## config.mk

```make
export PLATFORM = sky130hd
export DESIGN_NAME = scc_skid
export DESIGN_NICKNAME = d
export VERILOG_FILES = /design/src/rtl/core/scc_pkg.sv /design/src/rtl/core/scc_skid.sv
export SDC_FILE = /design/constraint.sdc
export NUM_CORES = 1
export LEC_CHECK = 0
export BUFFER_PORTS_ARGS = -buffer_cell sky130_fd_sc_hd__buf_4
export CORE_MARGIN = 2
export CORE_UTILIZATION = 40
export CTS_CLUSTER_DIAMETER = 80
export DETAILED_ROUTE_END_ITERATION = 8
export PLACE_DENSITY = 0.67
export SLEW_MARGIN = 0
export SYNTH_ARGS = -nofsm -noshare
export SYNTH_HDL_FRONTEND = slang
export SYNTH_SLANG_ARGS = --single-unit
export TNS_END_PERCENT = 1
```

## constraint.sdc

```tcl
create_clock -name clk_i -period 4.1 [get_ports clk_i]
set_input_delay 0.205 -clock clk_i [delete_from_list [all_inputs] [get_ports clk_i]]
set_output_delay 0.205 -clock clk_i [all_outputs]
set_load 0.03 [all_outputs]
```

## src/rtl/core/scc_pkg.sv

```systemverilog
package scc_pkg;

  // Default fixed-point format: signed Q15.16 coordinates
  localparam int SCC_FRAC_BITS   = 16;
  localparam int SCC_COORD_WIDTH = 32;

  // Result flag positions in the output tuser
  localparam int SCC_USER_CONTACT = 0;
  localparam int SCC_USER_SWAPPED = 1;
  localparam int SCC_USER_DEGEN   = 2;
  localparam int SCC_USER_W       = 3;

  // Valid and enable that every pipeline step sees
  typedef struct packed {
    logic en;
    logic vld;
  } scc_step_ctl_t;

endpackage

```

## src/rtl/core/scc_skid.sv

```systemverilog
// Two-entry output buffer; full freezes the whole pipeline
module scc_skid import scc_pkg::*; #(
  parameter int W = 8
) (
  input  logic         clk_i,
  input  logic         rst_ni,
  input  logic         push_i,
  input  logic [W-1:0] data_i,
  output logic         full_o,
  output logic         valid_o,
  input  logic         ready_i,
  output logic [W-1:0] data_o
);

  logic [1:0]   cnt_q, cnt_d;
  logic [W-1:0] e0_q, e0_d;
  logic [W-1:0] e1_q, e1_d;
  logic         pop;

  assign pop = (cnt_q != 2'd0) && ready_i;

  // entry and count update
  always_comb begin
    cnt_d = cnt_q;
    e0_d  = e0_q;
    e1_d  = e1_q;
    unique case ({push_i, pop})
      2'b10: begin
        cnt_d = cnt_q + 2'd1;
        if (cnt_q == 2'd0) begin
          e0_d = data_i;
        end else begin
          e1_d = data_i;
        end
      end
      2'b01: begin
        cnt_d = cnt_q - 2'd1;
        e0_d  = e1_q;
      end
      2'b11: begin
        if (cnt_q == 2'd1) begin
          e0_d = data_i;
        end else begin
          e0_d = e1_q;
          e1_d = data_i;
        end
      end
      default: begin
        cnt_d = cnt_q;
      end
    endcase
  end

  always_ff @(posedge clk_i or negedge rst_ni) begin
    if (!rst_ni) begin
      cnt_q <= 2'd0;
    end else begin
      cnt_q <= cnt_d;
    end
  end

  always_ff @(posedge clk_i) begin
    e0_q <= e0_d;
    e1_q <= e1_d;
  end

  assign full_o  = cnt_q == 2'd2;
  assign valid_o = cnt_q != 2'd0;
  assign data_o  = e0_q;

endmodule

```

==> run metrics <==
Worst-path clk slew 0.10 ns; post-layout min period between 2 and 3 ns; gr ovfl total 0; num rows 17; I/O pin cnt 22; Area after DPL about 0.0012 mm²; largest cells by area after synthesis edfxtp_1, mux2_4, ha_1, a221o_1, and2_1; die width roughly 54 µm; CP peak stage delay between 0.8 and 0.9 ns; antenna violations before repair 0; Layout Nets about 120; Setup Viol. Count Final 0; Total Routed Length 1.674 mm; clk_lat worst skew a little under 0.3 ns; worst slew pin tran ~1.1 ns; CTS tree yes; Synth Register Bits 18; RD Place Congestion approximately 0.7; Ys Warns 0; clock sink count 18; CP required around 4.0 ns; cts bufs inserted 3; count of input and output buffers 21; Unique masters post-synth 16; DP HPWL around 1.2 mm; Max Slew Vio Count 0; CTS H-Tree Depth 1; Root Buffer clkbuf_4; Setup Buffers After CTS 0; static leakage between 0.5 and 0.6 nW; Worst Path Arrival roughly 2.7 ns; Peak Freq approximately 360 MHz; Power Density ~680 mW/mm²; Via density 5.180; Netlist Area Pre-Place around 980 µm²; Max clock buf depth 2; worst path buffer plus inverter count 1; Setup TNS 0 ns; post_cts resized 0; CP Capture Type register; Starting Density a little over two fifths; Seq/Total Area, Yosys 54.01%; worst rel slew slack about a quarter; critical path cell sequence inv_1 -> ha_1 -> nor2b_1 -> ha_1 -> nor2_1 -> a221oi_1; total track usage between 10% and 20%; post-synth top area cell edfxtp_1; wire length per cell between 10 and 15 µm; DRT iter0 DRCs 6; die height approximately 54 µm; First-pass DRT Iterations 4; final hold violations 0; HP Class in2reg; largest net degree at the start of global routing 12; share of layout cells above drive strength 1 a little over a third; Core Region roughly 0.0023 mm²; Top cell by count, worst path ha_1; Detail Route Antenna Nets 0; unrepaired setup endpoints after global routing false; Syn Nets between 80 and 90; vias in the first global route roughly 630; Startpoint Class register; fin util ~53%; Final Skew 0.002837 ns; outcome completed; Final Cycle Share between 60% and 70%; Worst Path Class, Setup reg2reg; Max IR drop VDD between 300 and 400 µV; MaxCap Viol Count 0; vias roughly 630; Mean Syn Cell Area between 10 and 15 µm²; Gate Count Post-Synth 69; Synth top area share around half; Crit path max-delay family compound AO/OA/AOI/OAI gates; Syn-to-layout area delta 22.42%; first-pass GRT wire length approximately 2.8 mm; fill cell total of the finished layout ~210; Residual DRC 0; final cell area excluding filler cells ~0.0012 mm²; Critical Path Slowest Stage Cell a221oi_1; CP max FO 11; die area 0.002868 mm²; antenna cells 0
-- repair_timing --
item / 4_1_cts / 5_1_grt
hold endpoints to repair: 2 / 0
endpoints found under the setup margin: 0 / 0
hold buffers: 1 / 0
-- power by group --
group,switching [mW],total (mW),internal [mW]
registers,0.0249,0.311,0.286
logic,0.231,0.421,0.191
clock network,0.0526,0.0880,0.0354
total,0.308,0.820,0.512
-- state kept, by name (all words and copies together) (netlist names) --
name,cells
data_o,8
cnt_q,2
e1_q,8
-- metal layers --
metal | up-vias | routed length, µm | track usage, %
met4 | 0 | 27 | 10.26
met1 | 304 | 742 | 16.28
li1 | 309 | - | -
met5 | - | 0 | 0
met3 | 2 | 90 | 1.667
met2 | 17 | 813 | 23.66
-- kinds of logic after synthesis --
logic type	synth area share, %
flip-flops	54.01
AND/OR/NAND/NOR	8.536
multiplexers	12.23
adder cells (fa/ha/maj)	10.19
XOR/XNOR	0.8919
buffers and inverters	3.567
AO/OA/AOI/OAI	10.57
-- cells in the final DEF, fill, tap and decap left out --
master	count
dfrtp_1	2
edfxtp_1	16
or2_2	1
a221o_1	8
and2_1	8
nand2_1	2
ha_1	8
a221oi_1	1
clkinv_1	1
inv_1	5
clkbuf_4	3
mux2_4	8
o21ai_0	3
nor2_1	2
nor2b_1	2
buf_4	22
dlygate4sd3_1	1
xnor2_1	1
-- cell type report --
| cell class | instances | area, µm² | share of cell area, % |
|---|---|---|---|
| inverters | 5 | 18.77 | 1.561 |
| clock buffers | 3 | 22.52 | 1.873 |
| flip-flops and latches | 18 | 530.5 | 44.12 |
| well taps | 28 | 35.03 | 2.914 |
| multi-input cells | 44 | 416.7 | 34.65 |
| repair buffers | 23 | 175.2 | 14.57 |
| clock inverters | 1 | 3.754 | 0.3122 |
-- cell usage after synthesis --
library cell	count
xnor2_1	1
mux2_4	8
nor2b_1	2
nor2_1	2
and2_1	8
inv_1	5
o21ai_0	3
a221oi_1	1
buf_6	1
edfxtp_1	16
buf_2	1
dfrtp_1	2
a221o_1	8
ha_1	8
or2_2	1
nand2_1	2
-- through the flow --
step                std cells  worst slack (ns)  hold slack, ns  power [mW]
finish                    122             1.340          0.1065      0.8202
global placement          117             1.424        -0.01142      0.7314
CTS                       122             1.271         0.09079      0.8318
floorplan                  69             1.729        -0.09059      0.6261
global route              122            0.9580         0.08856      0.8815
detailed placement        117             1.338       -0.009360      0.7400
-- path summary, 6_finish.rpt --
kind | cells past startpoint | from | endpoint | slack (ns)
min reg2reg | 2 | cnt_q[1]$_DFFE_PN0P_ | cnt_q[1]$_DFFE_PN0P_ | 0.54
min in group asynchronous | 2 | rst_ni | cnt_q[1]$_DFFE_PN0P_ | 0.24
max reg2reg | 6 | cnt_q[0]$_DFFE_PN0P_ | e1_q[0]$_DFFE_PP_ | 1.34
max in group asynchronous | 2 | rst_ni | cnt_q[0]$_DFFE_PN0P_ | 3.78
min | 1 | data_i[5] | e1_q[5]$_DFFE_PP_ | 0.11
max | 6 | cnt_q[0]$_DFFE_PN0P_ | e1_q[0]$_DFFE_PP_ | 1.34
Power figures use the tool's default switching activity.
