File: src/rtl/core/scc_pkg.sv
package scc_pkg;

  // Default fixed-point format: signed Q15.16 coordinates
  localparam int SCC_FRAC_BITS   = 16;
  localparam int SCC_COORD_WIDTH = 32;

  // Result flag positions in the output tuser
  localparam int SCC_USER_CONTACT = 0;
  localparam int SCC_USER_SWAPPED = 1;
  localparam int SCC_USER_DEGEN   = 2;
  localparam int SCC_USER_W       = 3;

  // Valid and enable that every pipeline step sees
  typedef struct packed {
    logic en;
    logic vld;
  } scc_step_ctl_t;

endpackage

File: src/rtl/core/scc_sqrt_step.sv
// One bit of the digit-by-digit integer square root
module scc_sqrt_step import scc_pkg::*; #(
  parameter int LEN_W  = 64,
  parameter int ROOT_W = 31,
  parameter int K      = 0,
  parameter int SB_W   = 1
) (
  input  logic              clk_i,
  input  logic              rst_ni,
  input  scc_step_ctl_t     ctl_i,
  input  logic [LEN_W-1:0]  rem_i,
  input  logic [ROOT_W-1:0] root_i,
  input  logic [SB_W-1:0]   sb_i,
  output logic              vld_o,
  output logic [LEN_W-1:0]  rem_o,
  output logic [ROOT_W-1:0] root_o,
  output logic [SB_W-1:0]   sb_o
);

  logic [LEN_W-1:0]  trial;
  logic              fits;
  logic              vld_q;
  logic [LEN_W-1:0]  rem_q;
  logic [ROOT_W-1:0] root_q;
  logic [SB_W-1:0]   sb_q;

  // (root + 2^K)^2 - root^2 = root * 2^(K+1) + 2^(2K)
  assign trial = (LEN_W'(root_i) << (K + 1)) | (LEN_W'(1) << (2 * K));
  assign fits  = rem_i >= trial;

  always_ff @(posedge clk_i or negedge rst_ni) begin
    if (!rst_ni) begin
      vld_q <= 1'b0;
    end else if (ctl_i.en) begin
      vld_q <= ctl_i.vld;
    end
  end

  always_ff @(posedge clk_i) begin
    if (ctl_i.en) begin
      rem_q  <= fits ? rem_i - trial : rem_i;
      root_q <= fits ? (root_i | (ROOT_W'(1) << K)) : root_i;
      sb_q   <= sb_i;
    end
  end

  assign vld_o  = vld_q;
  assign rem_o  = rem_q;
  assign root_o = root_q;
  assign sb_o   = sb_q;

endmodule

File: config.mk
export PLATFORM = sky130hd
export DESIGN_NAME = scc_sqrt_step
export DESIGN_NICKNAME = d
export VERILOG_FILES = /design/src/rtl/core/scc_pkg.sv /design/src/rtl/core/scc_sqrt_step.sv
export SDC_FILE = /design/constraint.sdc
export NUM_CORES = 1
export LEC_CHECK = 0
export ABC_AREA = 0
export BUFFER_PORTS_ARGS = -buffer_cell sky130_fd_sc_hd__buf_2
export CELL_PAD_IN_SITES_DETAIL_PLACEMENT = 0
export CELL_PAD_IN_SITES_GLOBAL_PLACEMENT = 1
export CORE_ASPECT_RATIO = 1.2
export CORE_MARGIN = 1
export CORE_UTILIZATION = 42
export DETAILED_ROUTE_END_ITERATION = 16
export PLACE_DENSITY = 0.83
export SLEW_MARGIN = 30
export SYNTH_ARGS = -nofsm -noshare
export SYNTH_HDL_FRONTEND = slang
export SYNTH_SLANG_ARGS = --single-unit
File: constraint.sdc
create_clock -name clk_i -period 1.28 [get_ports clk_i]
set_clock_uncertainty 0.1 [all_clocks]
set_input_delay 0.128 -clock clk_i [delete_from_list [all_inputs] [get_ports clk_i]]
set_output_delay 0.128 -clock clk_i [all_outputs]
set_load 0.05 [all_outputs]
==> results.sh <==
export IMPL_grt_pass1_wl_um=32900
export IMPL_p_clk_share_pct=23.3
export IMPL_vdd_drop_max_mv=0.758
export IMPL_max_freq_mhz=384
export IMPL_cts_sinks=97
export IMPL_startpoint="root_i[30]"
export IMPL_max_cap_violations=0
export IMPL_drt_initial_drc_count=336
export IMPL_fin_crit_sh_pct=204
export IMPL_start_kind="primary input"
export IMPL_io_buffers=196
export IMPL_synthFlopType="edfxtp_1"
export IMPL_drt_pass1_iterations=5
export IMPL_die_y_um=135
export IMPL_p_sw_uw=3910
export IMPL_syn_instance_count=598
export IMPL_core_rowCount=48
export IMPL_sequentialPowerShare_pct=37.1
export IMPL_p_int_uw=6920
export IMPL_route_detailed_drc=0
export IMPL_final_nets=1194
export IMPL_r2r_start="vld_o$_DFFE_PN0P_"
export IMPL_syn_to_final_growth_pct=69.4
export IMPL_synth_nets=731
export IMPL_clkLatencyLatePin_ns=0.35
export IMPL_viasPerCell=5.20
export IMPL_cts_tree="yes"
export IMPL_yosys_area_top_type="edfxtp_1"
export IMPL_syn_area_per_cell_um2=10.3
export IMPL_drive_gt1_share_pct=50.2
export IMPL_core_mm2=0.0144
export IMPL_rsz0062_at_grt="yes"
export IMPL_critPathCaptureType="flip-flop"
export IMPL_synth_area_mm2=0.00615
export IMPL_slew_limit_headroom_pct=63.8
export IMPL_crit_fanout=5
export IMPL_initial_core_util_pct=42.9
export IMPL_ctsRootBufferMaster="clkbuf_16"
export IMPL_final_util_pct=72.6
export IMPL_status="complete, but fails checks"
export IMPL_synth_top_cell_area_share_pct=46.9
export IMPL_hold_path_class="in2reg"
export IMPL_cts_htree_levels=3
export IMPL_slew_violations=0
export IMPL_dp_hpwl_um=16600
export IMPL_critPathRequiredTime_ns=1.29
export IMPL_pwr_density_cell_mw_per_mm2=1040
export IMPL_failed_checks="negative setup slack"
export IMPL_chipWidth_um=112
export IMPL_pwr_share_comb_pct=39.6
export IMPL_routed_wl_um=21500
export IMPL_r2r_slack_ns=0.43
export IMPL_synthDistinctLibCells=58
export IMPL_switching_share_pct=36.1
export IMPL_synth_seq_cells=97
export IMPL_vias=6450
export IMPL_synthArstFlopShare_pct=1.03
export IMPL_synth_seq_area_share_pct=47.3
export IMPL_reg2regPathDepth=1
export IMPL_grt_usage_pct=28.3
export IMPL_ant_nets=0
export IMPL_rr_endpoint="vld_o$_DFFE_PN0P_"
export IMPL_num_antenna_cells=0
export IMPL_place_congestion=0.920
export IMPL_ys_warn_count=0
export IMPL_die_area_mm2=0.0151
export IMPL_synth_edf_count=96
export IMPL_io_pin_count=197
export IMPL_worstSetupEndpoint="rem_o[62]$_DFFE_PP_"
export IMPL_worst_pin_slew_ns=0.537
export IMPL_numCtsBuffers=9
export IMPL_critPathArrivalTime_ns=2.61
export IMPL_finalCriticalPeriod_ns=2.60
export IMPL_setup_violations=65
export IMPL_clk_pin_slew_ns=0.07
export IMPL_pre_cts_ws_ns=-1.78
export IMPL_first_global_vias=6739
export IMPL_clock_path_buffers=2
export IMPL_ys_top_cells_by_area="edfxtp_1 47%, ha_1 6.5%, a21oi_1 5.5%"
export IMPL_grt_overflow_total=0
export IMPL_critical_path_class="in2reg"
export IMPL_antenna_found_initial=0
export IMPL_final_hold_viol_count=0
export IMPL_power_total_uw=10800
export IMPL_wire_per_inst_um=17.4
export IMPL_grt_max_degree=46
export IMPL_fin_ws_ns=-1.32
export IMPL_power_leakage_uw=0.00461
==> Yosys cell counts, types with 2 or more instances <==
library cell / n
a211o_1: 2
a211oi_1: 4
a21o_1: 8
a21oi_1: 68
a31oi_1: 3
and2_1: 4
and3_1: 2
buf_2: 3
buf_6: 4
clkbuf_1: 10
edfxtp_1: 96
ha_1: 32
inv_1: 36
mux2_4: 8
nand2_1: 44
nand2b_1: 8
nand3_1: 8
nand3b_1: 3
nand4_1: 13
nor2_1: 63
nor2b_1: 2
nor3_1: 16
nor4_1: 12
nor4b_1: 2
o2111a_1: 3
o211ai_1: 9
o21a_1: 9
o21ai_0: 22
o21bai_1: 2
o31a_1: 2
o31ai_1: 2
or3_1: 8
or4_1: 4
xnor2_1: 32
xor2_1: 31
==> power groups by stage <==
| stage | Combinational, uW | Clock [uW] | Sequential [uW] |
|---|---|---|---|
| 2_1_floorplan | 1200 | 0 | 5300 |
| 3_3_place_gp | 3960 | 0 | 4070 |
| 3_5_place_dp | 4010 | 0 | 4080 |
| 4_1_cts | 4230 | 2560 | 4020 |
| 5_1_grt | 4520 | 2660 | 4040 |
| 6_report | 4290 | 2530 | 4020 |
==> layout make-up <==
type                    instances  area, um2
well taps                     175        219
multi-input cells             449       3520
fillers                      1077       3930
inverters                      36        175
clock buffers                  11        233
clock inverters                 4       31.3
repair buffers                468       3340
flip-flops and latches         97       2910
==> how the worst min path moves through the flow <==
stage                         start  slack (ns)  cells after the start                   to
final                     rem_i[17]       0.009                      3  rem_o[17]$_DFFE_PP_
after global routing      rem_i[28]        0.02                      3  rem_o[28]$_DFFE_PP_
after CTS                 rem_i[17]       0.006                      3  rem_o[17]$_DFFE_PP_
after detailed placement     rst_ni       -0.20                      1    vld_o$_DFFE_PN0P_
after global placement       rst_ni       -0.20                      1    vld_o$_DFFE_PN0P_
after floorplan              rst_ni       -0.27                      0    vld_o$_DFFE_PN0P_
==> worst max-delay path, cell delays in order <==
cell and delay [ns]:
buf_8 0.08, inv_4 0.03, ha_4 0.25, nand4_1 0.21, or4_4 0.61, o31ai_4 0.25
nor4b_4 0.08, buf_4 0.16, nand3_4 0.16, buf_6 0.16, o2111a_2 0.24, nand4_1 0.11
xnor2_1 0.14
==> layout by cell type (no fill, tap or decap), types with 9 or more instances in the layout <==
cell type / count
dlygate4sd3_1: 40
xor2_1: 31
buf_4: 220
o21ai_0: 19
edfxtp_1: 96
nor2_1: 58
ha_4: 14
buf_6: 26
o211ai_1: 9
clkbuf_16: 9
nand4_1: 13
nand2_1: 35
xnor2_1: 28
a21oi_1: 65
nor3_1: 13
ha_1: 18
buf_2: 175
o21a_1: 9
inv_1: 25
==> stage by stage <==
step           instances  hold WS, ns  instance area [um2]  TNS [ns]
4_1_cts             1236      0.00630                10300    -75.17
5_1_grt             1240       0.0174                10400    -80.19
3_3_place_gp        1172       -0.198                 9190   -101.88
3_5_place_dp        1172       -0.196                 9190   -103.51
2_1_floorplan        598       -0.268                 6460    -84.20
6_report            1240      0.00908                10400    -77.11
==> registers in the layout (all words and copies together) (netlist names) <==
| register | flops |
|---|---|
| vld_o | 1 |
| rem_o | 64 |
| root_o | 31 |
| sb_o | 1 |
==> metal layers <==
layer  vias to the layer above  part of all wire (%)  global-route usage, %
li1                       3137                     -                      -
met1                      3064                    38                   29.1
met2                       208                    56                   56.5
met3                        41                   3.9                   4.31
met4                         0                   2.7                   11.3
met5                         -                     0                      0
==> kinds of logic (layout without fill, tap and decap cells) <==
family	Yosys count	after routing	synth area share [%]
flip-flops	97	97	47.3
AND/OR/NAND/NOR	198	199	16.3
multiplexers	9	9	2.14
AO/OA/AOI/OAI	145	145	14.7
buffers and inverters	53	519	3.78
adder cells (fa/ha/maj)	33	33	6.83
XOR/XNOR	63	63	8.97
==> repair_timing <==
| action | in CTS | in global routing |
|---|---|---|
| hold endpoints to repair | 39 | 0 |
| pin swaps | 31 | 17 |
| cloned | 1 | 0 |
| hold buffers | 40 | 0 |
| resized for setup | 77 | 25 |
| setup buffers | 10 | 5 |
| endpoints found under the setup margin | 65 | 65 |
No activity file was read; power rests on OpenSTA's default activity.
