$ cat config.mk
export PLATFORM = sky130hd
export DESIGN_NAME = scc_div_step
export DESIGN_NICKNAME = d
export VERILOG_FILES = /design/src/rtl/core/scc_pkg.sv /design/src/rtl/core/scc_div_step.sv
export SDC_FILE = /design/constraint.sdc
export NUM_CORES = 1
export LEC_CHECK = 0
export ABC_CLOCK_PERIOD_IN_PS = 850
export BUFFER_PORTS_ARGS = -buffer_cell sky130_fd_sc_hd__buf_2
export CAP_MARGIN = 20
export CELL_PAD_IN_SITES_DETAIL_PLACEMENT = 0
export CELL_PAD_IN_SITES_GLOBAL_PLACEMENT = 1
export CORE_MARGIN = 4
export CORE_UTILIZATION = 36
export DETAILED_ROUTE_END_ITERATION = 10
export PLACE_DENSITY_LB_ADDON = 0.1
export SYNTH_ARGS = -nofsm -noshare
export SYNTH_HDL_FRONTEND = slang
export SYNTH_SLANG_ARGS = --single-unit
$ cat constraint.sdc
create_clock -name clk_i -period 0.85 [get_ports clk_i]
set_clock_uncertainty 0.2 [all_clocks]
set_input_delay 0.0425 -clock clk_i [delete_from_list [all_inputs] [get_ports clk_i]]
set_output_delay 0.0425 -clock clk_i [all_outputs]
set_load 0.01 [all_outputs]
$ cat src/rtl/core/scc_pkg.sv
package scc_pkg;

  // Default fixed-point format: signed Q15.16 coordinates
  localparam int SCC_FRAC_BITS   = 16;
  localparam int SCC_COORD_WIDTH = 32;

  // Result flag positions in the output tuser
  localparam int SCC_USER_CONTACT = 0;
  localparam int SCC_USER_SWAPPED = 1;
  localparam int SCC_USER_DEGEN   = 2;
  localparam int SCC_USER_W       = 3;

  // Valid and enable that every pipeline step sees
  typedef struct packed {
    logic en;
    logic vld;
  } scc_step_ctl_t;

endpackage

$ cat src/rtl/core/scc_div_step.sv
// One quotient bit of the restoring divide, three lanes sharing a divisor
module scc_div_step import scc_pkg::*; #(
  parameter int DW   = 31,
  parameter int QW   = 16,
  parameter int SB_W = 1
) (
  input  logic                clk_i,
  input  logic                rst_ni,
  input  scc_step_ctl_t       ctl_i,
  input  logic [DW-1:0]       dist_i,
  input  logic [2:0][DW-1:0]  rem_i,
  input  logic [2:0][QW-1:0]  q_i,
  input  logic [SB_W-1:0]     sb_i,
  output logic                vld_o,
  output logic [DW-1:0]       dist_o,
  output logic [2:0][DW-1:0]  rem_o,
  output logic [2:0][QW-1:0]  q_o,
  output logic [SB_W-1:0]     sb_o
);

  logic [2:0][DW:0]   shifted;
  logic [2:0]         take;
  logic [2:0][DW-1:0] rem_d;
  logic [2:0][QW-1:0] q_d;
  logic               vld_q;
  logic [DW-1:0]      dist_q;
  logic [2:0][DW-1:0] rem_q;
  logic [2:0][QW-1:0] q_q;
  logic [SB_W-1:0]    sb_q;

  // remainder stays below the divisor, so the difference fits DW bits
  always_comb begin
    for (int i = 0; i < 3; i++) begin
      shifted[i] = {rem_i[i], 1'b0};
      take[i]    = shifted[i] >= {1'b0, dist_i};
      rem_d[i]   = take[i] ? DW'(shifted[i] - {1'b0, dist_i}) : shifted[i][DW-1:0];
      q_d[i]     = {q_i[i][QW-2:0], take[i]};
    end
  end

  always_ff @(posedge clk_i or negedge rst_ni) begin
    if (!rst_ni) begin
      vld_q <= 1'b0;
    end else if (ctl_i.en) begin
      vld_q <= ctl_i.vld;
    end
  end

  always_ff @(posedge clk_i) begin
    if (ctl_i.en) begin
      dist_q <= dist_i;
      rem_q  <= rem_d;
      q_q    <= q_d;
      sb_q   <= sb_i;
    end
  end

  assign vld_o  = vld_q;
  assign dist_o = dist_q;
  assign rem_o  = rem_q;
  assign q_o    = q_q;
  assign sb_o   = sb_q;

endmodule

==> out/metrics.cfg, run 1 <==
[synth]
ys.warnings.count=0
yosysSeqAreaShare_pct=45.7
synth-seq-cells=174
syn_area_per_cell_um2=10.0
synthArstFlopShare_pct=0.575
synth-edff-count=173
yosysUniqueCellTypes=76
syn_area_um2=11400
syn_inst=1136
syn_nets=1409
synthFlopType=edfxtp_1

[routing]
vias=12300
via_per_inst=5.04
drc=0
drtIter0Drc=712
ant_nets=0
routed_wl_um=45300
wl_per_cell_um=18.5
drt_pass1_iterations=5

[finish]
final_nets=2313
utilization_pct=66.1
drive_above_1_share_pct=49.4
mostFrequentLayoutCells=buf_4, buf_2, edfxtp_1
fillers=2584
final_cells=2450
final_common_cell=buf_4
synthToLayoutAreaGrowth_pct=79.1

[setup_path]
crit_slowest_cell=a2111o_1
cpLargestDelayFamily=compound AO/OA/AOI/OAI gates
cpMostUsedCell=a221o_1
path_class=input port to register
worst_setup_path_end_kind=register
start_kind=input port
crit_fanout=4
critPathBufInv=2
crit_path_max_incr_delay_ns=0.43
arrival_ns=2.52
required_ns=0.92
cp_cell_sequence=buf_2 > inv_1 > ha_1 > and4_1 > and2_1 > a221o_1 > o21a_1 > a221o_1 > a2111o_1 > o311ai_2

[timing]
fin_crit_sh_pct=289
fmax_mhz=407
fin_crit_ns=2.45
hold_viol=218
slew_violations=0
finalSetupViolCount=272
hold_ws_ns=-0.266
finalSetupTns_ns=-204.53
slew_headroom_pct=67.3
rsz0062_at_grt=true
layout_setup_ws_ns=-1.60
tightest_slew_ns=0.487

[power_and_ir_drop]
p_per_area_nw_per_um2=1550
power.leakage_nw=9.16
vdd_ir_drop_max_v=0.00141

[clocking]
h-tree-depth=4
cts_root_buffer=clkbuf_16
cts_tree=done
clk_pin_slew_ns=0.07
numClockSinks=174
clock_latency_ns=0.45
cts_made_buffers=17
clock_path_buffers=2

[global_route]
track_usage_pct=25.0
grt_first_pass_wirelength_um=66600
grt_max_degree=21
antenna_found_initial=3
first_global_vias=12600
grt-ovfl-total=0

[floorplanning]
die_area_um2=34600
die_h_um=186
core_um2=30900
io_pins=351
start_util_pct=36.9
rows=64
die_w_um=186

[placed_design]
place_ws_ns=-2.21
place_congestion=0.894
dp_hpwl_um=34600
place_inst=2227
port_buffers=347

[min_path]
hp-class=input port to register

[run_status]
status=finished with violations
violations=negative hold slack, negative setup slack

[flow_run]
max-cap-violations=0

[routing by layer]
layer  global-route usage (%)  routed length [µm]  up-vias
met5                        0                  22        -
met4                     9.73                1450        4
met3                     4.57                2520       80
met2                     44.4               22700      348
met1                     29.9               18600     5824
li1                         -                   -     6084
[final cells by class]
cell class                      count  area [µm²]  share of cell area [%]
Timing Repair inverter              1        6.26                  0.0306
Clock inverter                     15         141                   0.692
Inverter                           54         250                    1.22
Clock buffer                       17         425                    2.08
Timing Repair Buffer              919        6950                    34.0
Tap cell                          396         495                    2.42
Antenna cell                        1        2.50                  0.0122
Multi-Input combinational cell    873        6940                    34.0
Sequential cell                   174        5220                    25.5
[tightest hold or removal path, cell delays in order]
cell and delay, ns:
buf_2 0.11, nand2_1 0.05, o21ai_1 0.07
[cells in the mapped netlist, types with 4 or more instances]
| master | n | area [µm²] |
|---|---|---|
| a311oi_1 | 5 | 43.8 |
| a21o_1 | 39 | 293 |
| nor4_1 | 4 | 25.0 |
| xnor2_1 | 39 | 342 |
| nor3_1 | 20 | 100 |
| buf_2 | 12 | 60.1 |
| a221o_1 | 5 | 50.1 |
| and2_1 | 6 | 37.5 |
| a31oi_1 | 10 | 62.6 |
| nand2_1 | 125 | 469 |
| edfxtp_1 | 173 | 5190 |
| ha_1 | 93 | 1160 |
| a211o_1 | 5 | 43.8 |
| or2_2 | 7 | 43.8 |
| o31ai_1 | 15 | 113 |
| nand3_1 | 21 | 105 |
| o21ai_0 | 39 | 195 |
| inv_1 | 51 | 191 |
| o2111ai_1 | 4 | 35.0 |
| or3_1 | 5 | 31.3 |
| and3_1 | 14 | 87.6 |
| nor2_1 | 86 | 323 |
| a211oi_1 | 11 | 82.6 |
| xor2_1 | 29 | 254 |
| nor2b_1 | 11 | 68.8 |
| o21bai_1 | 10 | 75.1 |
| o21a_1 | 20 | 150 |
| nand4_1 | 15 | 93.8 |
| a21oi_1 | 108 | 541 |
| clkbuf_1 | 23 | 86.3 |
| nor3b_1 | 4 | 30.0 |
| o21ai_1 | 44 | 220 |
| o211ai_1 | 10 | 75.1 |
| nand2b_1 | 8 | 50.1 |
[sequential cells by signal, indices dropped and copies added, names as in the netlist]
| signal | cells |
|---|---|
| rem_o | 93 |
| dist_o | 31 |
| q_o | 48 |
| sb_o | 1 |
| vld_o | 1 |
[per-stage QoR]
stage | area (µm²) | power (mW)
6_report | 20400 | 31.6
2_1_floorplan | 12100 | 16.8
3_3_place_gp | 17100 | 21.7
5_1_grt | 20400 | 33.2
3_5_place_dp | 17100 | 21.9
4_1_cts | 19700 | 30.9
[power breakdown]
part           total, mW  internal (mW)  switching [mW]
clock network       7.70           4.07            3.63
logic               12.8           6.56            6.27
registers           11.1           10.8           0.310
total               31.6           21.4            10.2
[logic make-up (layout without fill, tap and decap cells)]
family / Yosys count / after routing / share of synthesized area [%]
flops: 174 / 174 / 45.7
simple gates: 339 / 339 / 13.8
other cells: 0 / 1 / 0
xor+xnor: 68 / 68 / 5.22
buf+inv: 89 / 1006 / 3.06
compound gates: 363 / 363 / 20.8
mux: 7 / 7 / 0.702
fa+ha+maj: 96 / 96 / 10.7
[timing repair]
action                     4_1_cts  5_1_grt
setup endpoints to repair      271      272
pin swaps                       30       55
resized for setup               96      104
buffers inserted                39       22
cloned                           3        5
hold buffers                   125        1
hold endpoints to repair       343      214
[final timing paths]
kind	to	slack, ns	cells past startpoint	from
worst max-delay path	rem_o[87]	-1.60	10	dist_i[6]
worst min-delay path	rem_o[35]	-0.27	3	rem_i[34]
worst max register to register	vld_o	-0.24	2	vld_o
worst min register to register	vld_o	0.43	2	vld_o
max in group asynchronous	vld_o	0.14	3	rst_ni
min in group asynchronous	vld_o	0.21	3	rst_ni
No activity file was read; power rests on OpenSTA's default activity.
==> inputs of run 2 (changes only) <==
ABC_AREA = 1   (was unset)
ABC_CLOCK_PERIOD_IN_PS = unset   (was 850)
CORE_UTILIZATION = 35   (was 36)
==> run 2 against run 1 <==
Net effect: flip-flop and latch count unchanged; design area is 21% higher; global-route usage is 0.61 points higher; first-iteration DRC count up 25%; non-clock buffer count down 1; via count up 29%; the run still ends with negative hold slack, negative setup slack left; critical path type unchanged; count of clock-buffer cells in the layout stayed put; die area up 25%.
==> out/metrics.cfg, run 2 <==
[run_status]
status=finished with violations
violations=negative hold slack, negative setup slack

[flow_run]
max-cap-violations=0  ; unchanged

[setup_path]
cp.depth=16  ; +6
r2r-start=vld_o
cpLargestDelayFamily=buffers and inverters
start_kind=input port
crit_fanout=6  ; +2
path_class=input port to register
cp-endpoint=rem_o[28]
cp_cell_sequence=buf_8 > clkinvlp_4 > buf_12 > ha_4 > nand2_4 > nor2_4 > nand2_2 > inv_2 > nand2_2 > nand3_2 > nand2_4 > nand2_8 > clkinv_8 > clkbuf_16 > nand2_2 > nand2_1
cpMostUsedCell=nand2_2
critPathBufInv=6  ; +4
rr_worst_depth=1  ; -1
worst_setup_path_end_kind=register
critPathLaunch=dist_i[10]
r2r_slack_ns=-0.09  ; +0.15 ns
required_ns=0.88  ; -0.04 ns
crit_path_max_incr_delay_ns=0.28  ; -0.15 ns
reg2reg_to=vld_o
arrival_ns=1.89  ; -0.63 ns
crit_slowest_cell=ha_4

[synth]
synth-edff-count=173  ; unchanged
synth-seq-cells=174  ; unchanged
synthFlopType=edfxtp_1
yosysTopAreaCellShare_pct=37.2  ; -8.3 points
syn_nets=2268  ; +61%
synth_top_cell_by_area=edfxtp_1
syn_inst=1995  ; +76%
syn_area_per_cell_um2=7.00  ; -30%
yosysMostFrequentCell=nand2_1
ys.warnings.count=0  ; unchanged
synth.area.top_cells=edfxtp_1, nand2_1, inv_1, ha_1, nand3_1
synth_common_cells=nand2_1, inv_1, edfxtp_1, nand3_1, nor2_1
yosysUniqueCellTypes=42  ; -45%
synthArstFlopShare_pct=0.575  ; unchanged
syn_area_um2=14000  ; +22%
yosysSeqAreaShare_pct=37.4  ; -8.4 points

[finish]
final_common_cell=nand2_1
fin_area_um2=24700  ; +21%
utilization_pct=63.3  ; -2.8 points
mostFrequentLayoutCells=nand2_1, inv_1, buf_4
final_cells=3442  ; +40%
final_nets=3184  ; +38%
synthToLayoutAreaGrowth_pct=76.8
fillers=3485  ; +35%
multiInputGateArea_um2=9310  ; +34%
drive_above_1_share_pct=44.5  ; -4.9 points
largest_reg_flops=93  ; unchanged
diodes=0  ; -1
seq_area_um2=5220  ; unchanged

[clocking]
h-tree-depth=4  ; unchanged
cts_root_buffer=clkbuf_16
numClockSinks=174  ; unchanged
clock_latency_ns=0.46  ; about the same
clk_pin_slew_ns=0.08  ; about the same
cts_made_buffers=17  ; unchanged
clock_path_buffers=2  ; unchanged
cts_tree=done

[floorplanning]
core_um2=39000  ; +26%
start_util_pct=35.8  ; -1.1 points
die_h_um=208  ; +12%
die_area_um2=43200  ; +25%
io_pins=351  ; unchanged
rows=72  ; +13%
die_w_um=208  ; +12%

[routing]
drt_pass1_iterations=5  ; unchanged
vias=15900  ; +29%
drc=0  ; unchanged
via_per_inst=4.63  ; -8.1%
routed_wl_um=60100  ; +33%
drtIter0Drc=889  ; +25%
wl_per_cell_um=17.5  ; -5.6%
ant_nets=0  ; unchanged

[timing]
finalSetupViolCount=272  ; unchanged
hold_viol=79  ; -64%
fin_crit_sh_pct=220  ; -69 points
fmax_mhz=535  ; +31%
slew_headroom_pct=77.5  ; +10 points
finalSetupTns_ns=-157.85  ; +46.68 ns
hold_ws_ns=-0.332  ; -0.0665 ns
rsz0062_at_grt=true
slew_violations=0  ; unchanged
layout_setup_ws_ns=-1.02  ; +0.587 ns
fin_crit_ns=1.87  ; -0.587 ns
tightest_slew_ns=0.336  ; -0.151 ns

[power_and_ir_drop]
power.leakage_nw=12.8  ; +40%
p_per_area_nw_per_um2=1380  ; -11%
vdd_ir_drop_max_v=0.00140  ; -0.91%

[placed_design]
place_inst=3210  ; +44%
port_buffers=347  ; unchanged
place_ws_ns=-1.67  ; +0.541 ns
place_congestion=0.904  ; +1.2%
place_area_um2=19300  ; +13%
dp_hpwl_um=46300  ; +34%

[global_route]
grt_first_pass_wirelength_um=86200  ; +29%
track_usage_pct=25.6  ; +0.61 points
antenna_found_initial=0  ; -3
grt-ovfl-total=0  ; unchanged
first_global_vias=15300  ; +21%
grt_max_degree=33  ; +57%

[min_path]
hp-class=input port to register

[run 2: stage by stage]
stage	total power, mW	hold WS (ns)
after floorplan	16.7	-0.453
after global placement	22.3	-0.383
after detailed placement	22.4	-0.381
after CTS	31.8	-0.360
after global routing	35.8	-0.330
final	34.0	-0.332
[run 2: repair_timing]
| item | in CTS | in global routing |
|---|---|---|
| cloned | 1 | 12 |
| hold endpoints to repair | 293 | 126 |
| buffers inserted | 12 | 28 |
| pin swaps | 19 | 126 |
| hold buffers | 145 | 2 |
| resized for setup | 94 | 497 |
| setup endpoints to repair | 271 | 272 |
[run 2: cells by family after synthesis]
logic type      synth area share [%]
simple gates                    35.0
buf+inv                         12.3
flops                           37.4
fa+ha+maj                       8.76
compound gates                  3.67
xor+xnor                        2.82
mux                           0.0806
[run 2: worst min path at each step]
stage	start	to	slack [ns]	cells after the start
6_report	rem_i[28]	rem_o[29]	-0.33	3
3_3_place_gp	rst_ni	vld_o	-0.38	1
4_1_cts	rem_i[28]	rem_o[29]	-0.36	3
5_1_grt	rem_i[28]	rem_o[29]	-0.33	3
3_5_place_dp	rst_ni	vld_o	-0.38	1
2_1_floorplan	rst_ni	vld_o	-0.45	0
[run 2: power breakdown]
group,switching [mW],total [mW],internal [mW]
clock,3.89,8.36,4.47
combinational,7.69,14.6,6.86
sequential,0.336,11.1,10.7
[run 2: cell type report]
type,count,area share [%]
clock buffer,17,1.72
clock inverter,15,0.781
inverter,400,6.39
multi-input combinational,1400,37.7
sequential,174,21.1
tap,518,2.63
timing repair buffer,918,29.6
[run 2: layer usage]
layer  routed length [µm]  track usage [%]  vias to the layer above
met5                    0                0                        -
li1                     -                -                     8007
met3                 2860             3.72                       69
met2                29900             45.8                      424
met1                25800             32.8                     7436
met4                 1580             5.91                        0
==> inputs of run 3 (changes only) <==
CORE_ASPECT_RATIO = 1.2   (was unset)
CORE_UTILIZATION = 39   (was 35)
clock period = 2.1 ns   (was 0.85 ns; I/O delays follow)
==> run 3 against run 2 <==
Net effect: flip-flop and latch count stayed put; the flow finishes with violations (negative hold slack); critical endpoint is now rem_o[24]; hold slack improved by 0.11 ns; register-to-register slack better by 1.2 ns; design area is 12% lower; sequential power decreased by 60%; worst setup slack improved by 1.0 ns.
==> out/metrics.cfg, run 3 (synthesis results as in run 2) <==
[clocking]
clock_path_buffers=2  ; unchanged
clk_pin_slew_ns=0.08  ; about the same
cts_tree=done
h-tree-depth=4  ; unchanged
holdBufCountCts=171  ; +18%
clock_latency_ns=0.46  ; about the same
numClockSinks=174  ; unchanged
cts_root_buffer=clkbuf_16
cts_made_buffers=17  ; unchanged

[run_status]
status=finished with violations
violations=negative hold slack

[timing]
fmax_mhz=480
fin_crit_sh_pct=99.1
slew_headroom_pct=64.8  ; -13 points
layout_setup_ws_ns=0.0185  ; +1.04 ns
tightest_slew_ns=0.528  ; +0.192 ns
hold_ws_ns=-0.221  ; +0.111 ns
fin_crit_ns=2.08
hold_viol=1  ; -99%
rsz0062_at_grt=true
finalSetupViolCount=0  ; -100%
slew_violations=0  ; unchanged

[placed_design]
dp_hpwl_um=44100  ; -4.6%
place_congestion=0.925  ; +2.3%
place_ws_ns=-0.551  ; +1.12 ns
port_buffers=347  ; unchanged

[finish]
utilization_pct=61.5  ; -1.7 points
drive_above_1_share_pct=29.0  ; -15 points
mostFrequentLayoutCells=nand2_1, inv_1, buf_2
final_nets=3138  ; -1.4%
fillers=3344  ; -4.0%
final_common_cell=nand2_1
synthToLayoutAreaGrowth_pct=55.1
largest_reg_flops=93  ; unchanged
seq_area_um2=5220  ; unchanged
multiInputGateArea_um2=7200  ; -23%

[floorplanning]
die_area_um2=38900  ; -9.8%
rows=75  ; +4.2%
die_h_um=215  ; +3.6%
io_pins=351  ; unchanged
start_util_pct=39.7  ; +3.9 points
die_w_um=181  ; -13%
core_um2=35200  ; -9.8%

[routing]
ant_nets=0  ; unchanged
drc=0  ; unchanged
drtIter0Drc=785  ; -12%
drt_pass1_iterations=5  ; unchanged
wl_per_cell_um=16.5  ; -5.5%
via_per_inst=4.63  ; about the same
vias=15500  ; -2.8%
routed_wl_um=55200  ; -8.2%

[power_and_ir_drop]
p_clk_share_pct=26.7  ; +2.1 points
combPwrFrac_pct=38.1  ; -4.7 points
vdd_ir_drop_max_v=0.000476  ; -66%
p_switching_mw=4.47  ; -62%
p_sw_share_pct=35.3  ; +0.25 points
power_frac_seq_pct=35.2  ; +2.7 points
p_per_area_nw_per_um2=585  ; -58%
p_int_mw=8.19  ; -63%
power.leakage_nw=12.0  ; -6.8%

[global_route]
track_usage_pct=27.7  ; +2.1 points
grt_first_pass_wirelength_um=84300  ; -2.2%
grt-ovfl-total=0  ; unchanged
grt_max_degree=46  ; +39%
antenna_found_initial=4  ; +4
first_global_vias=15900  ; +3.5%

[setup_path]
start_kind=input port
arrival_ns=2.10  ; +0.21 ns
path_class=input port to register
crit_fanout=15  ; +9
worst_setup_path_end_kind=register
required_ns=2.12  ; +1.24 ns
rr_worst_depth=1  ; unchanged

[flow_run]
max-cap-violations=0  ; unchanged

[min_path]
hp-class=input port to register
hold_depth=3  ; unchanged

run 3: through the flow:
step / cell area, µm² / hold slack [ns] / setup TNS, ns / power [mW] / instances
3_5_place_dp: 19000 / -0.317 / -38.02 / 8.98 / 3127
3_3_place_gp: 19000 / -0.319 / -36.53 / 8.93 / 3127
2_1_floorplan: 14000 / -0.391 / 0 / 6.75 / 1995
6_report: 21700 / -0.221 / 0 / 12.7 / 3344
5_1_grt: 21700 / -0.213 / -0.759 / 13.4 / 3344
4_1_cts: 21400 / -0.236 / 0 / 12.6 / 3332
run 3: final timing paths:
kind,start,endpoint,slack (ns)
min in group asynchronous,rst_ni,vld_o,0.29
worst min register to register,vld_o,vld_o,0.32
worst max register to register,vld_o,vld_o,1.15
worst min-delay path,rem_i[31],rem_o[32],-0.22
max in group asynchronous,rst_ni,vld_o,1.31
worst max-delay path,dist_i[23],rem_o[24],0.02
run 3: critical path, stage by stage:
cell,delay (ns)
buf_2,0.11
inv_1,0.29
ha_1,0.33
nand2_1,0.13
inv_1,0.05
nand2_1,0.06
nand2_1,0.09
a21oi_2,0.14
nor2_1,0.05
nor2_1,0.18
nand2_2,0.15
buf_12,0.19
nand3_1,0.13
nand2_1,0.07
run 3: cell type report:
type | count | share of cell area (%)
Antenna cell | 4 | 0.0462
Clock inverter | 15 | 0.953
Multi-Input combinational cell | 1400 | 33.2
Inverter | 400 | 7.01
Sequential cell | 174 | 24.1
Tap cell | 462 | 2.67
Timing Repair Buffer | 872 | 30.0
Clock buffer | 17 | 1.96
run 3: per-layer routing:
metal	up-vias	track usage, %	wire length (µm)	part of all wire (%)
met1	7031	32.5	22100	40
met5	-	0	0	0
met2	430	50.7	28300	51
li1	7926	-	-	-
met3	96	3.37	2500	4.5
met4	0	11.6	2300	4.2
run 3: what timing repair did:
action                                 4_1_cts  5_1_grt
cloned                                       0        3
buffers inserted                             2        5
setup endpoints to repair                    5       87
pin swaps                                    3        3
resized for setup                            3       28
endpoints found under the hold margin      205        1
run 3: power by group through the flow:
stage / Clock, mW / Sequential [mW] / Combinational, mW
after global placement: 0 / 4.53 / 4.40
final: 3.38 / 4.46 / 4.83
after detailed placement: 0 / 4.53 / 4.45
after CTS: 3.45 / 4.46 / 4.74
after global routing: 3.58 / 4.49 / 5.32
after floorplan: 0 / 4.75 / 2.00
